--- config.mk ---
export PLATFORM = sky130hd
export DESIGN_NAME = qcns_dist
export DESIGN_NICKNAME = d
export VERILOG_FILES = /design/src/hw/rtl/qcns_pkg.sv /design/src/hw/rtl/qcns_dist.sv
export SDC_FILE = /design/constraint.sdc
export NUM_CORES = 2
export LEC_CHECK = 0
export BUFFER_PORTS_ARGS = -buffer_cell sky130_fd_sc_hd__buf_2
export CORE_MARGIN = 2
export CORE_UTILIZATION = 65
export CTS_CLUSTER_DIAMETER = 150
export DETAILED_ROUTE_END_ITERATION = 8
export GPL_ROUTABILITY_DRIVEN = 1
export PLACE_DENSITY = 0.9
export SLEW_MARGIN = 25
export SYNTH_ARGS = -nofsm -noshare
export SYNTH_HDL_FRONTEND = slang
export SYNTH_SLANG_ARGS = --single-unit
--- constraint.sdc ---
create_clock -name i_clk -period 12.1 [get_ports i_clk]
set_clock_uncertainty 0.15 [all_clocks]
set_input_delay 0 -clock i_clk [delete_from_list [all_inputs] [get_ports i_clk]]
set_output_delay 0 -clock i_clk [all_outputs]
set_load 0.05 [all_outputs]
--- src/hw/rtl/qcns_pkg.sv ---
// ----------------------------------------------------------------------------
// qcns_pkg: shared types and constants of the quadrant-capped nearest selector
// Field widths, item kinds, register indexes, sequencer states and the layout
// of one stored slot.
// ----------------------------------------------------------------------------
package qcns_pkg;

    localparam int COORD_BITS     = 24;
    localparam int ID_BITS        = 16;
    localparam int DIST_W         = 2 * COORD_BITS + 2;
    localparam int NQUAD          = 4;
    localparam int QUAD_SLOTS_DEF = 16;

    localparam int MPQ_W   = 5;
    localparam int TOTAL_W = 7;
    localparam int CFG_W   = 50;

    localparam logic [MPQ_W-1:0]   MPQ_RESET   = MPQ_W'(16);
    localparam logic [TOTAL_W-1:0] MTOT_RESET  = TOTAL_W'(32);

    localparam logic [1:0] CFG_MAX_PER_QUAD = 2'd0;
    localparam logic [1:0] CFG_MAX_TOTAL    = 2'd1;
    localparam logic [1:0] CFG_RANGE_SQ     = 2'd2;

    localparam logic [1:0] MODE_START = 2'd0;
    localparam logic [1:0] MODE_OFFER = 2'd1;
    localparam logic [1:0] MODE_READ  = 2'd2;
    localparam logic [1:0] MODE_NONE  = 2'd3;

    typedef enum logic [3:0] {
        S_IDLE, S_DIST, S_PICK, S_DECIDE, S_EV_RD, S_EV_LAST, S_EV_WR,
        S_SCAN, S_APPEND, S_REP_RD, S_REP_WR, S_RDREQ, S_RDDAT, S_DONE
    } t_state;

    typedef struct packed {
        logic [ID_BITS-1:0] id;
        logic [DIST_W-1:0]  dist_sq;
    } t_entry;

    typedef struct packed {
        logic [DIST_W-1:0] dist_sq;
        logic [1:0]        quad;
    } t_dist_res;

endpackage

--- src/hw/rtl/qcns_dist.sv ---
// ----------------------------------------------------------------------------
// qcns_dist: squared distance and quadrant unit
// Forms absolute coordinate differences, then squares and sums them through
// one shared multiplier.
// ----------------------------------------------------------------------------
module qcns_dist (
    input  logic                                 i_clk,
    input  logic                                 i_rst_n,
    input  logic                                 i_start,
    input  logic signed [qcns_pkg::COORD_BITS-1:0] i_pos_x,
    input  logic signed [qcns_pkg::COORD_BITS-1:0] i_pos_y,
    input  logic signed [qcns_pkg::COORD_BITS-1:0] i_pos_z,
    input  logic signed [qcns_pkg::COORD_BITS-1:0] i_ref_x,
    input  logic signed [qcns_pkg::COORD_BITS-1:0] i_ref_y,
    input  logic signed [qcns_pkg::COORD_BITS-1:0] i_ref_z,
    output logic                                 o_done,
    output qcns_pkg::t_dist_res                  o_res
);
    import qcns_pkg::*;

    function automatic logic [COORD_BITS:0] abs_diff(
        input logic signed [COORD_BITS-1:0] a,
        input logic signed [COORD_BITS-1:0] b
    );
        logic signed [COORD_BITS:0] ea;
        logic signed [COORD_BITS:0] eb;
        ea = a;
        eb = b;
        return (a > b) ? unsigned'(ea - eb) : unsigned'(eb - ea);
    endfunction

    logic [COORD_BITS:0] r_dx, r_dy, r_dz;
    logic [COORD_BITS:0] sel;
    logic [DIST_W-1:0]   sq;
    logic [DIST_W-1:0]   r_prod;
    logic [DIST_W-1:0]   r_acc;
    logic [1:0]          r_cnt;
    logic                r_busy;
    logic                r_done;
    logic [1:0]          r_quad;
    logic                east, north;

    assign east  = i_pos_x > i_ref_x;
    assign north = i_pos_y > i_ref_y;

    always_comb begin
        case (r_cnt)
            2'd0:    sel = r_dx;
            2'd1:    sel = r_dy;
            default: sel = r_dz;
        endcase
    end

    assign sq = sel * sel;

    always_ff @(posedge i_clk) begin
        if (!i_rst_n) begin
            r_busy <= 1'b0;
            r_done <= 1'b0;
            r_cnt  <= 2'd0;
        end else begin
            r_done <= 1'b0;
            if (i_start) begin
                r_dx   <= abs_diff(i_pos_x, i_ref_x);
                r_dy   <= abs_diff(i_pos_y, i_ref_y);
                r_dz   <= abs_diff(i_pos_z, i_ref_z);
                r_quad <= north ? (east ? 2'd0 : 2'd1) : (east ? 2'd2 : 2'd3);
                r_acc  <= '0;
                r_cnt  <= 2'd0;
                r_busy <= 1'b1;
            end else if (r_busy) begin
                r_prod <= sq;
                if (r_cnt != 2'd0) begin
                    r_acc <= r_acc + r_prod;
                end
                if (r_cnt == 2'd3) begin
                    r_busy <= 1'b0;
                    r_done <= 1'b1;
                end else begin
                    r_cnt <= r_cnt + 2'd1;
                end
            end
        end
    end

    assign o_done        = r_done;
    assign o_res.dist_sq = r_acc;
    assign o_res.quad    = r_quad;

endmodule

==> out/metrics.cfg <==
[outcome]
status=finished clean

[floorplanning]
die-area_um2=53710
pin_count=200
die_y_um=231.7
num_rows=83
die_x_um=231.7
coreArea_um2=51300
start_util=0.6572

[layout]
final_cell_mix=inv_1 (870), fa_1 (472), ha_1 (375)
area_growth_pct=7.126
final_cells=4612
multiInputGateArea_um2=24470
fin_nets=4914
drive_gt1_frac=0.07630
ff_latch_area_um2=5365
antenna_cells=0
final_common_cell=inv_1
fill_cells=3787

[global_route]
grt_pass1_vias=28560
grt_use_total=0.3397
grt_max_degree=78
grt_overflow=0
grt_pass1_wl_um=143000
antenna_found_initial=0

[worst_setup_path]
critPathRequiredTime_ps=12140
cp-end-kind=register
critical_path_arrival_ps=10530
cp_max_fo=30
critPathSlowestCell=clkinv_1
r2r_slack_ps=1610
max_stage_delay_ps=870
crit_path_start_kind=register
path_class=reg -> reg
reg2regPathDepth=31

[placed_design]
dp_hpwl_um=71370
globalplace.congestion=1.005
dp.cells=4551
portBuffers=199

[timing]
tightest_slew_ps=1168
setup_viol=0
finalHoldViolations=0
fmax_mhz=95.36
fin_crit_sh=0.8667
period_minus_slack_ps=10490
rsz0062_at_grt=no
hold_ws_ps=23.67
finalSetupTns_ps=0
slew_viol_final=0
relSlewSlack=0.2214

[clock_network]
cts-resized-gates=0
cts_tree=done
cts_made_buffers=17
clkTransAtPathRegs_ps=70
cts_max_level=4
cts_sinks=180
cts-root-buf=clkbuf_16
cts_setup_buffers=0
holdBufCountCts=29
cts_max_path_buffers=2
clock_latency_ps=460

[synth]
syn_inst=3793
yosys_warnings=0
synth_seq_cells=180
async_flop_share=0
yosysSeqAreaShare=0.1591
synthFlopType=edfxtp_1
avgSynthCellArea_um2=8.888
synth-edff-count=176
syn_nets=4787
synthDistinctLibCells=87
synth_area_um2=33710

[route]
via_per_inst=5.946
drtAntennaViolNets=0
remaining_drc_errors=0
drt_wl_total_um=89080
drtIter0Drc=2550
via_count=27420
first_pass_iters=6
route.detailed.wl_per_inst_um=19.31

[worst_hold_path]
hold_path.class=in -> reg
hold_path_depth=3

[run]
maxCapViolCount=0

## critical path, delay by kind of cell (launching register included)
kind / cells / cell delay [ps]
buf+inv: 9 / 1530
fa+ha+maj: 9 / 4590
simple gates: 4 / 680
xor+xnor: 1 / 190
compound gates: 8 / 2640
flops: 1 / 410
## per-stage QoR
step | instance area, um^2 | worst slack [ps] | utilization
final | 36120 | 1613 | 0.7040
after global routing | 36120 | 1160 | 0.7040
after CTS | 36090 | 1862 | 0.7035
after detailed placement | 35140 | 1860 | 0.6850
after global placement | 35130 | 2248 | 0.6848
after floorplan | 33710 | 3486 | -
## cells in the mapped netlist (all sizes together), types with 9 or more instances
cell,instances,area share
a211oi,26,0.0061
buf,34,0.0065
fa,472,0.28
ha,375,0.14
xnor2,101,0.026
edfxtp,176,0.16
and3,31,0.0058
nand4,26,0.0048
a22o,24,0.0062
a21oi,221,0.033
nand3,51,0.0076
and2,10,0.0019
a31oi,32,0.0075
nor3,31,0.0046
o21ai,131,0.020
clkbuf,109,0.012
o21a,20,0.0045
nand2,274,0.031
inv,872,0.097
nand2b,21,0.0039
nor2,292,0.033
o21bai,26,0.0058
xor2,68,0.018
o211ai,15,0.0035
mux2i,29,0.0086
a31o,9,0.0023
a21o,161,0.036
nor2b,32,0.0059
## cells by family after synthesis
logic type,share of synthesized area
flops,0.1591
simple gates,0.1050
compound gates,0.1469
buf+inv,0.1164
xor+xnor,0.04390
fa+ha+maj,0.4194
mux,0.009278
## state kept, by name (all words and copies together), names as in the netlist
name	flops
o_done	1
r_acc	50
r_busy	1
r_cnt	2
r_dx	25
r_dy	25
r_dz	25
r_prod	49
r_quad	2
## metal layers
metal	track usage	vias to the layer above	part of all wire
li1	-	12390	-
met1	0.3967	13170	0.36
met2	0.5868	1475	0.49
met3	0.06471	390	0.087
met4	0.1919	0	0.064
met5	0	-	0
## path summary, 6_finish.rpt
path | from | end
worst max register to register | r_cnt[0]$_SDFFE_PP0P_ | r_prod[42]$_DFFE_PP_
worst max-delay path | r_cnt[0]$_SDFFE_PP0P_ | r_prod[42]$_DFFE_PP_
worst min-delay path | i_ref_x[22] | r_dx[22]$_DFFE_PP_
worst min register to register | r_cnt[0]$_SDFFE_PP0P_ | r_cnt[0]$_SDFFE_PP0P_
## area by class of cell
class	instances	share of cell area
clock buffers	18	0.01188
clock inverters	13	0.006305
inverters	878	0.09125
multi-input cells	2592	0.6775
flip-flops and latches	180	0.1486
well taps	680	0.02356
repair buffers	251	0.04095
Power is not shown: default switching activity piles up to over one toggle a cycle in this logic, so the estimate is an artifact.
