===== src/hw/rtl/qcns_ram.sv =====
// ----------------------------------------------------------------------------
// qcns_ram: generic simple dual-port RAM
// One write port and one read port with registered read data.
// ----------------------------------------------------------------------------
module qcns_ram #(
    parameter int WIDTH = 8,
    parameter int DEPTH = 16
) (
    input  logic                     i_clk,
    input  logic                     i_we,
    input  logic [$clog2(DEPTH)-1:0] i_waddr,
    input  logic [WIDTH-1:0]         i_wdata,
    input  logic [$clog2(DEPTH)-1:0] i_raddr,
    output logic [WIDTH-1:0]         o_rdata
);

    logic [WIDTH-1:0] r_mem [DEPTH];
    logic [WIDTH-1:0] r_rdata;

    always_ff @(posedge i_clk) begin
        if (i_we) begin
            r_mem[i_waddr] <= i_wdata;
        end
        r_rdata <= r_mem[i_raddr];
    end

    assign o_rdata = r_rdata;

endmodule


===== config.mk =====
export PLATFORM = sky130hd
export DESIGN_NAME = qcns_ram
export DESIGN_NICKNAME = d
export VERILOG_FILES = /design/src/hw/rtl/qcns_ram.sv
export SDC_FILE = /design/constraint.sdc
export NUM_CORES = 1
export LEC_CHECK = 0
export ABC_AREA = 1
export BUFFER_PORTS_ARGS = -buffer_cell sky130_fd_sc_hd__buf_4
export CAP_MARGIN = 40
export CORE_MARGIN = 1.5
export CORE_UTILIZATION = 60
export CTS_CLUSTER_SIZE = 28
export DETAILED_ROUTE_END_ITERATION = 8
export HOLD_SLACK_MARGIN = 0.08
export PLACE_DENSITY = 0.78
export RECOVER_POWER = 100
export SKIP_LAST_GASP = 1
export SLEW_MARGIN = 20
export SYNTH_ARGS = -nofsm -noshare
export SYNTH_HDL_FRONTEND = slang
export SYNTH_SLANG_ARGS = --single-unit

===== constraint.sdc =====
create_clock -name i_clk -period 1.2 [get_ports i_clk]
set_input_delay 0 -clock i_clk [delete_from_list [all_inputs] [get_ports i_clk]]
set_output_delay 0 -clock i_clk [all_outputs]
set_load 0.005 [all_outputs]

==> results of run 1 <==
[report_power, final]
part	leakage (µW)	switching, µW	internal [µW]	total [µW]
registers	0.00122	33.5	5310	5350
logic	0.00139	445	236	681
clock network	0.000308	1910	3540	5460
[per-layer routing]
metal  up-vias  part of all wire [%]  global-route usage [%]
met1      1885                    39                   34.44
met5         -                     0                       0
met3        28                   8.6                   6.865
li1       1892                     -                       -
met4         0                   2.4                   10.68
met2       226                    50                   46.00
[worst register-to-register path: cells and delay by family, from the launching register on]
| kind | cells | cell delay, ns |
|---|---|---|
| flops | 1 | 0.36 |
| buf+inv | 1 | 0.06 |
| simple gates | 5 | 0.50 |
[flip-flops by register name (all words and copies together) (netlist names)]
name	flops
o_rdata	8
r_mem	128
[through the flow]
stage / util, % / total power, µW
detailed placement: 66.73 / 6104
CTS: 74.68 / 11540
finish: 73.46 / 11480
floorplan: - / 5812
global route: 73.46 / 11820
global placement: 66.73 / 6082
[cell usage in the layout, fill, tap and decap left out]
cell type / count
nand2_1: 173
edfxtp_1: 128
inv_1: 100
nand3_1: 97
clkbuf_1: 31
nor2_1: 17
clkbuf_16: 16
dlygate4sd3_1: 11
buf_4: 9
dfxtp_1: 8
clkbuf_4: 8
clkbuf_8: 4
bufinv_16: 4
buf_12: 4
clkinv_2: 3
inv_2: 2
nand3b_1: 2
clkinv_4: 2
clkinvlp_4: 1
inv_6: 1
[how the worst min path moves through the flow]
stage                     startpoint                    end  slack (ns)
after floorplan           i_wdata[0]  r_mem[0][0]$_DFFE_PP_         0.1
after global placement    i_wdata[4]  r_mem[2][4]$_DFFE_PP_        0.31
after detailed placement  i_wdata[4]  r_mem[2][4]$_DFFE_PP_        0.33
after CTS                       i_we  r_mem[3][5]$_DFFE_PP_        0.09
after global routing            i_we  r_mem[3][5]$_DFFE_PP_        0.15
final                           i_we  r_mem[3][5]$_DFFE_PP_        0.14
[layout make-up]
type,count,area [µm²],share of cell area (%)
well taps,129,161.4,2.367
clock inverters,11,168.9,2.477
repair buffers,62,430.4,6.311
inverters,102,382.9,5.614
multi-input cells,289,1214,17.79
clock buffers,21,459.2,6.733
flip-flops and latches,136,4004,58.70
[logic make-up after synthesis]
group	synth area share [%]
buf+inv	9.525
simple gates	21.05
flops	69.43
==> results.py, run 1 <==
metrics = {
    "outcome": {
        "status": "finished clean",
    },
    "setup_path": {
        "startpoint": "i_raddr[1]",
        "slowest_delay_ns": 0.54,
        "crit_path_end": "o_rdata[0]$_DFF_P_",
        "r2r-end": "o_rdata[0]$_DFF_P_",
        "criticalPathCategory": "in2reg",
        "cp.arrival_ns": 1.59,
        "cp_common_cell": "nand3_1",
        "crit_cells": 7,
        "cp_data_required_time_ns": 1.66,
        "rr_worst_depth": 6,
        "worst_setup_path_end_kind": "register",
        "cp-start-kind": "primary input",
        "worst_path_max_delay_cell": "dlygate4sd3_1",
        "crit_family": "buffers and inverters",
        "r2r-start": "r_mem[7][0]$_DFFE_PP_",
        "path_max_fanout": 25,
        "crit_chain": "dlygate4sd3_1 > buf_4 > buf_4 > nand3_1 > nand3_1 > nand3_1 > nand2_1",
        "r2r_slack_ns": 0.17,
        "crit_buf_inv": 3,
    },
    "cells_and_area": {
        "stdcell_count": 750,
        "fillers": 616,
        "drive_gt1_share_pct": 8.696,
        "antenna_cells": 0,
        "final_nets": 626,
        "syn2layout_area_growth_pct": 18.27,
        "final_area_mm2": 0.006820,
    },
    "sta": {
        "slew_viol_final": 0,
        "finalHoldViolations": 0,
        "relSlewSlack_pct": 49.80,
        "min_period_ns": 1.131,
        "skew_ns": 0.007037,
        "setup_tns_ns": 0,
        "fmax_ghz": 0.8845,
        "post-route-period-util_pct": 94.21,
        "fin_ws_ns": 0.06945,
        "setup_viol": 0,
        "worst_slew_pin_slew_ns": 0.7530,
        "rsz0062_at_grt": "no",
        "worst_hold_slack_ns": 0.1373,
    },
    "global_routing": {
        "grt_use_total_pct": 27.37,
        "grt_pass1_vias": 4088,
        "grt_pass1_wl_mm": 20.38,
        "grt_max_degree": 65,
        "antenna_found_initial": 0,
        "globalRouteOverflowTotal": 0,
    },
    "clocking": {
        "clockRootBuffer": "clkbuf_8",
        "clk_pin_slew_worst_paths_ns": 0.06,
        "h-tree-depth": 4,
        "clock_sinks": 136,
        "numCtsBuffers": 17,
        "cts_tree": "built",
        "clk_latency_ns": 0.51,
        "post_cts_buffers": 0,
        "cts_resized": 0,
        "ctsHoldBuffers": 11,
        "clockBufferDepth": 2,
    },
    "logic_synthesis": {
        "synth_cells": 551,
        "synth.most_common_cell": "nand2_1",
        "synth_seq_area_share_pct": 69.43,
        "synth.largest_area_cell": "edfxtp_1",
        "synth_common_cells": "173 x nand2_1, 128 x edfxtp_1, 100 x inv_1, 97 x nand3_1, 17 x nor2_1",
        "synthTopCellsByArea": "edfxtp_1 67%, nand2_1 11%, nand3_1 8.4%, inv_1 6.5%, dfxtp_1 2.8%",
        "synthArstFlopShare_pct": 0,
        "synth_cell_types": 12,
        "netlist_area_mm2": 0.005767,
        "synth_ff_type": "edfxtp_1",
        "synth_top_area_share_pct": 66.65,
        "synth_nets": 569,
        "synth_edf_count": 128,
        "synth-seq-cells": 136,
        "avgSynthCellArea_um2": 10.47,
        "yosysWarnings": 0,
    },
    "placed_design": {
        "pre_cts_ws_ns": 0.1538,
        "dp_cells": 707,
        "dpl.hpwl_mm": 7.411,
        "gp_congestion": 0.8906,
        "port-buffer-count": 25,
        "placed_cell_area_mm2": 0.006195,
    },
    "detailed_routing": {
        "route.detailed.wl_per_inst_um": 16.95,
        "drtIter0Drc": 347,
        "drc": 0,
        "firstDrtPassIters": 5,
        "antenna_left": 0,
        "wirelength_mm": 12.71,
        "viasPerCell": 5.375,
        "vias": 4031,
    },
    "die": {
        "coreArea_mm2": 0.009284,
        "start_util_pct": 62.12,
        "dieArea_mm2": 0.01021,
        "ios": 26,
        "die_h_um": 101.0,
        "die_x_um": 101.0,
        "rows": 35,
    },
    "hold_path": {
        "hp-class": "in2reg",
        "whs_path_depth": 4,
    },
    "pwr": {
        "peakVddDrop_uv": 1267,
        "pwr_density_cell_mw_per_mm2": 1684,
        "power_leakage_uw": 0.002923,
    },
    "job": {
        "drv_cap": 0,
    },
}
Power figures use the tool's default switching activity.
==> inputs of run 2 (changes only) <==
- PLACE_DENSITY: 0.78 -> 0.86
==> run 2 against run 1 <==
Routed wire length grew 12%; power shrank 7.3%; design area decreased by 1.2%; sequential power barely moved; critical path depth shrank 2; combinational power rose by 7.5%; die area unchanged; core utilization fell by 0.85 points; sequential share of layout area increased by 0.69 points; via count is 5.6% higher; fmax rose by 1.4%; critical path type unchanged; largest cell class unchanged; largest power group is now registers.
==> results.py, run 2 (synthesized netlist as in run 1, its figures left out) <==
metrics = {
    "sta": {
        "skew_ns": 0.006181,
        "min_period_ns": 1.115,
        "setup_viol": 0,
        "rsz0062_at_grt": "no",
        "setup_tns_ns": 0,
        "fmax_ghz": 0.8966,
        "worst_slew_pin_slew_ns": 0.9150,
        "finalHoldViolations": 0,
        "slew_viol_final": 0,
        "relSlewSlack_pct": 39.00,
        "post-route-period-util_pct": 92.94,
    },
    "detailed_routing": {
        "viasPerCell": 5.706,
        "wl_met1_mm": 5.158,
        "routed.top_layer": "met4",
        "drtIter0Drc": 693,
        "routed-wl-met2_mm": 6.884,
        "firstDrtPassIters": 8,
        "drc": 0,
        "wirelength_mm": 14.20,
        "antenna_left": 0,
        "route.detailed.wl_per_inst_um": 19.03,
        "vias": 4257,
        "wl_met3_mm": 1.594,
    },
    "setup_path": {
        "cp-start-kind": "primary input",
        "path_max_fanout": 8,
        "rr_worst_depth": 6,
        "cp_data_required_time_ns": 1.44,
        "r2r-start": "r_mem[3][2]$_DFFE_PP_",
        "worst_setup_path_end_kind": "register",
        "r2r-end": "o_rdata[2]$_DFF_P_",
        "r2r_slack_ns": 0.10,
        "cp.arrival_ns": 1.35,
        "criticalPathCategory": "in2reg",
    },
    "cells_and_area": {
        "mostFrequentLayoutCells": "173 x nand2_1, 128 x edfxtp_1, 99 x inv_1",
        "area.sequential_mm2": 0.004004,
        "drive_gt1_share_pct": 11.35,
        "final_nets": 622,
        "layout_commonest_cell": "nand2_1",
        "final_area_mm2": 0.006741,
        "antenna_cells": 0,
        "regMostFlops": "r_mem",
        "multi_input_area_mm2": 0.001214,
        "largest_reg_flops": 128,
        "fillers": 567,
        "syn2layout_area_growth_pct": 16.90,
    },
    "clocking": {
        "clock_sinks": 136,
        "clockRootBuffer": "clkbuf_8",
        "h-tree-depth": 4,
        "clk_latency_ns": 0.53,
        "clockBufferDepth": 2,
        "cts_tree": "built",
        "numCtsBuffers": 17,
        "clk_pin_slew_worst_paths_ns": 0.06,
    },
    "global_routing": {
        "grt_pass1_vias": 4125,
        "grt_pass1_wl_mm": 22.07,
        "grt_max_degree": 65,
        "antenna_found_initial": 0,
        "globalRouteOverflowTotal": 0,
        "grt_use_total_pct": 30.05,
    },
    "die": {
        "ios": 26,
        "start_util_pct": 62.12,
        "die_x_um": 101.0,
        "dieArea_mm2": 0.01021,
        "rows": 35,
        "coreArea_mm2": 0.009284,
        "die_h_um": 101.0,
    },
    "hold_path": {
        "min_to": "o_rdata[0]$_DFF_P_",
        "hold_start": "i_raddr[1]",
        "hp-class": "in2reg",
        "whs_path_depth": 6,
    },
    "placed_design": {
        "port-buffer-count": 25,
        "placed_cell_area_mm2": 0.006177,
        "gp_congestion": 0.8735,
        "dpl.hpwl_mm": 7.693,
    },
    "pwr": {
        "pwr_density_cell_mw_per_mm2": 1578,
        "power_leakage_uw": 0.002907,
        "peakVddDrop_uv": 1156,
    },
    "outcome": {
        "status": "finished clean",
    },
    "job": {
        "drv_cap": 0,
    },
}
## run 2: changes by cell type in the layout (fill, tap and decap cells not counted), sizes merged
cell	before	now
bufinv	4	0
clkinvlp	1	6
clkinv	5	8
buf	13	18
clkbuf	59	46
## run 2: area by class of cell
class	instances	share of cell area (%)
repair buffers	58	6.774
multi-input cells	289	18.00
clock buffers	17	6.143
flip-flops and latches	136	59.39
well taps	129	2.394
inverters	102	5.735
clock inverters	15	1.559
## run 2: how the worst max path moves through the flow
stage          startpoint                endpoint  slack [ns]
2_1_floorplan  i_waddr[2]  r_mem[10][0]$_DFFE_PP_        0.25
3_3_place_gp   i_raddr[2]      o_rdata[1]$_DFF_P_        0.09
3_5_place_dp   i_waddr[3]   r_mem[4][1]$_DFFE_PP_        0.09
4_1_cts        i_raddr[2]      o_rdata[2]$_DFF_P_        0.06
5_1_grt              i_we   r_mem[0][7]$_DFFE_PP_        0.04
6_report             i_we  r_mem[12][3]$_DFFE_PP_        0.08
## run 2: repair_timing
item | in CTS | in global routing
endpoints found under the setup margin | 0 | 2
buffers inserted | 0 | 0
gates resized for setup | 0 | 1
hold endpoints to repair | 152 | 0
hold buffers | 11 | 0
## run 2: worst max-delay path: stages
cell and delay (ns):
dlygate4sd3_1 0.53, buf_4 0.12, nand3_1 0.21, nor2_1 0.26, buf_4 0.24
## run 2: power by group
group,internal (µW),switching (µW)
Sequential,5310,33.8
Combinational,244,488
Clock,2530,2030
## run 2: metal layers
layer	vias to the layer above	global-route usage (%)
met5	-	0
met2	361	49.64
met3	66	6.033
li1	1880	-
met1	1950	38.94
met4	0	13.35
## run 2: metrics by stage
step,util (%),setup slack (ns),cells,power [µW],hold WS (ns)
floorplan,-,0.2492,551,5812,0.09887
global placement,66.54,0.09381,703,6092,0.3069
detailed placement,66.54,0.09207,703,6123,0.3218
CTS,73.32,0.06064,746,10620,0.09430
global route,72.61,0.03601,746,10870,0.1427
finish,72.61,0.08472,746,10640,0.1116
==> inputs of run 3 (changes only) <==
- ABC_CLOCK_PERIOD_IN_PS: unset -> 1200
- CELL_PAD_IN_SITES_DETAIL_PLACEMENT: unset -> 1
- CELL_PAD_IN_SITES_GLOBAL_PLACEMENT: unset -> 2
- CORE_UTILIZATION: 60 -> 40
==> run 3 against run 2 <==
Sequential cell count did not move; critical path type is now reg2reg; clock-buffer cell count grew 5; non-clock buffer count increased by 2; highest routed layer unchanged; largest cell class unchanged.
==> results.py, run 3 (synthesized netlist as in run 1, its figures left out) <==
metrics = {
    "clocking": {
        "clk_pin_slew_worst_paths_ns": 0.06,
        "clockRootBuffer": "clkbuf_16",
        "cts_resized": 0,
        "clock_sinks": 136,
        "post_cts_buffers": 0,
        "clk_latency_ns": 0.43,
        "clockBufferDepth": 2,
        "cts_tree": "built",
        "numCtsBuffers": 17,
        "ctsHoldBuffers": 10,
        "h-tree-depth": 4,
    },
    "sta": {
        "slew_viol_final": 0,
        "relSlewSlack_pct": 62.06,
        "skew_ns": 0.01181,
        "finalHoldViolations": 0,
        "setup_viol": 0,
        "post-route-period-util_pct": 86.05,
        "rsz0062_at_grt": "no",
        "min_period_ns": 1.033,
        "worst_slew_pin_slew_ns": 0.5690,
        "setup_tns_ns": 0,
        "fmax_ghz": 0.9684,
    },
    "pwr": {
        "peakVddDrop_uv": 1091,
        "pwr_density_cell_mw_per_mm2": 1645,
        "power_leakage_uw": 0.002934,
    },
    "detailed_routing": {
        "wirelength_mm": 15.19,
        "drtIter0Drc": 312,
        "firstDrtPassIters": 4,
        "vias": 3983,
        "viasPerCell": 4.985,
        "wl_met1_mm": 6.839,
        "wl_met3_um": 627,
        "routed.top_layer": "met4",
        "drc": 0,
        "antenna_left": 0,
        "route.detailed.wl_per_inst_um": 19.01,
        "routed-wl-met2_mm": 7.341,
    },
    "cells_and_area": {
        "layout_commonest_cell": "nand2_1",
        "regMostFlops": "r_mem",
        "largest_reg_flops": 128,
        "antenna_cells": 0,
        "mostFrequentLayoutCells": "173 x nand2_1, 128 x edfxtp_1, 100 x inv_1",
        "postLayoutCoreUtil_pct": 49.12,
        "drive_gt1_share_pct": 9.532,
        "final_nets": 624,
        "fillers": 1563,
        "syn2layout_area_growth_pct": 19.16,
    },
    "outcome": {
        "status": "finished clean",
    },
    "hold_path": {
        "hp-class": "in2reg",
    },
    "global_routing": {
        "grt_use_total_pct": 22.22,
        "antenna_found_initial": 0,
        "grt_max_degree": 54,
        "grt_pass1_wl_mm": 23.94,
        "globalRouteOverflowTotal": 0,
        "grt_pass1_vias": 4204,
    },
    "setup_path": {
        "cp_data_required_time_ns": 1.51,
        "cp.arrival_ns": 1.34,
        "worst_setup_path_end_kind": "register",
        "criticalPathCategory": "reg2reg",
        "cp-start-kind": "register",
        "path_max_fanout": 1,
    },
    "placed_design": {
        "port-buffer-count": 25,
        "dpl.hpwl_mm": 9.418,
        "gp_congestion": 0.7780,
    },
    "die": {
        "die_x_um": 123.1,
        "coreArea_mm2": 0.01399,
        "rows": 43,
        "ios": 26,
        "start_util_pct": 41.23,
        "dieArea_mm2": 0.01515,
        "die_h_um": 123.1,
    },
    "job": {
        "drv_cap": 0,
    },
}
run 3: cell count changes in the layout (fill, tap and decap cells not counted), sizes merged:
cell	previous run	this run
clkbuf	46	58
inv	103	102
clkinvlp	6	1
clkinv	8	6
buf	18	14
dlygate4sd3	11	10
bufinv	0	3
run 3: worst paths after layout:
check	endpoint	from	slack, ns	depth (start not counted)
worst max-delay path	o_rdata[0]$_DFF_P_	r_mem[13][0]$_DFFE_PP_	0.17	6
worst max register to register	o_rdata[0]$_DFF_P_	r_mem[13][0]$_DFFE_PP_	0.17	6
worst min-delay path	o_rdata[1]$_DFF_P_	i_raddr[1]	0.11	5
worst min register to register	o_rdata[2]$_DFF_P_	r_mem[7][2]$_DFFE_PP_	0.71	6
run 3: layout make-up:
type | count | area [µm²] | area share (%)
clock buffer | 22 | 454.2 | 6.610
clock inverter | 10 | 127.6 | 1.857
inverter | 102 | 382.9 | 5.572
multi-input combinational | 289 | 1214 | 17.66
sequential | 136 | 4004 | 58.27
tap | 180 | 225.2 | 3.277
timing repair buffer | 60 | 464.2 | 6.755
run 3: per-stage QoR:
step / area [µm²] / cells / hold slack (ns) / total power (µW) / setup WS [ns]
2_1_floorplan: 5767 / 551 / 0.09887 / 5812 / 0.2492
3_3_place_gp: 6289 / 757 / 0.3166 / 6168 / 0.1343
3_5_place_dp: 6289 / 757 / 0.3274 / 6196 / 0.1270
4_1_cts: 6970 / 799 / 0.1038 / 11400 / 0.1553
5_1_grt: 6872 / 799 / 0.1452 / 11650 / 0.06258
6_report: 6872 / 799 / 0.1144 / 11300 / 0.1674
run 3: power breakdown:
| group | leakage [µW] | internal [µW] | switching (µW) |
|---|---|---|---|
| sequential | 0.00122 | 5310 | 35.9 |
| combinational | 0.00142 | 251 | 499 |
| clock | 0.000287 | 3290 | 1910 |
run 3: layer usage:
| layer | GRT usage (%) | up-vias |
|---|---|---|
| li1 | - | 1883 |
| met1 | 29.26 | 1998 |
| met2 | 35.59 | 79 |
| met3 | 5.627 | 23 |
| met4 | 8.333 | 0 |
| met5 | 0 | - |
run 3: critical path, cell delays in order, from the launching register on:
cell      delay (ns)
edfxtp_1        0.37
inv_1           0.07
nand2_1         0.05
nand3_1         0.09
nand3_1         0.11
nand3_1         0.16
nand2_1         0.07
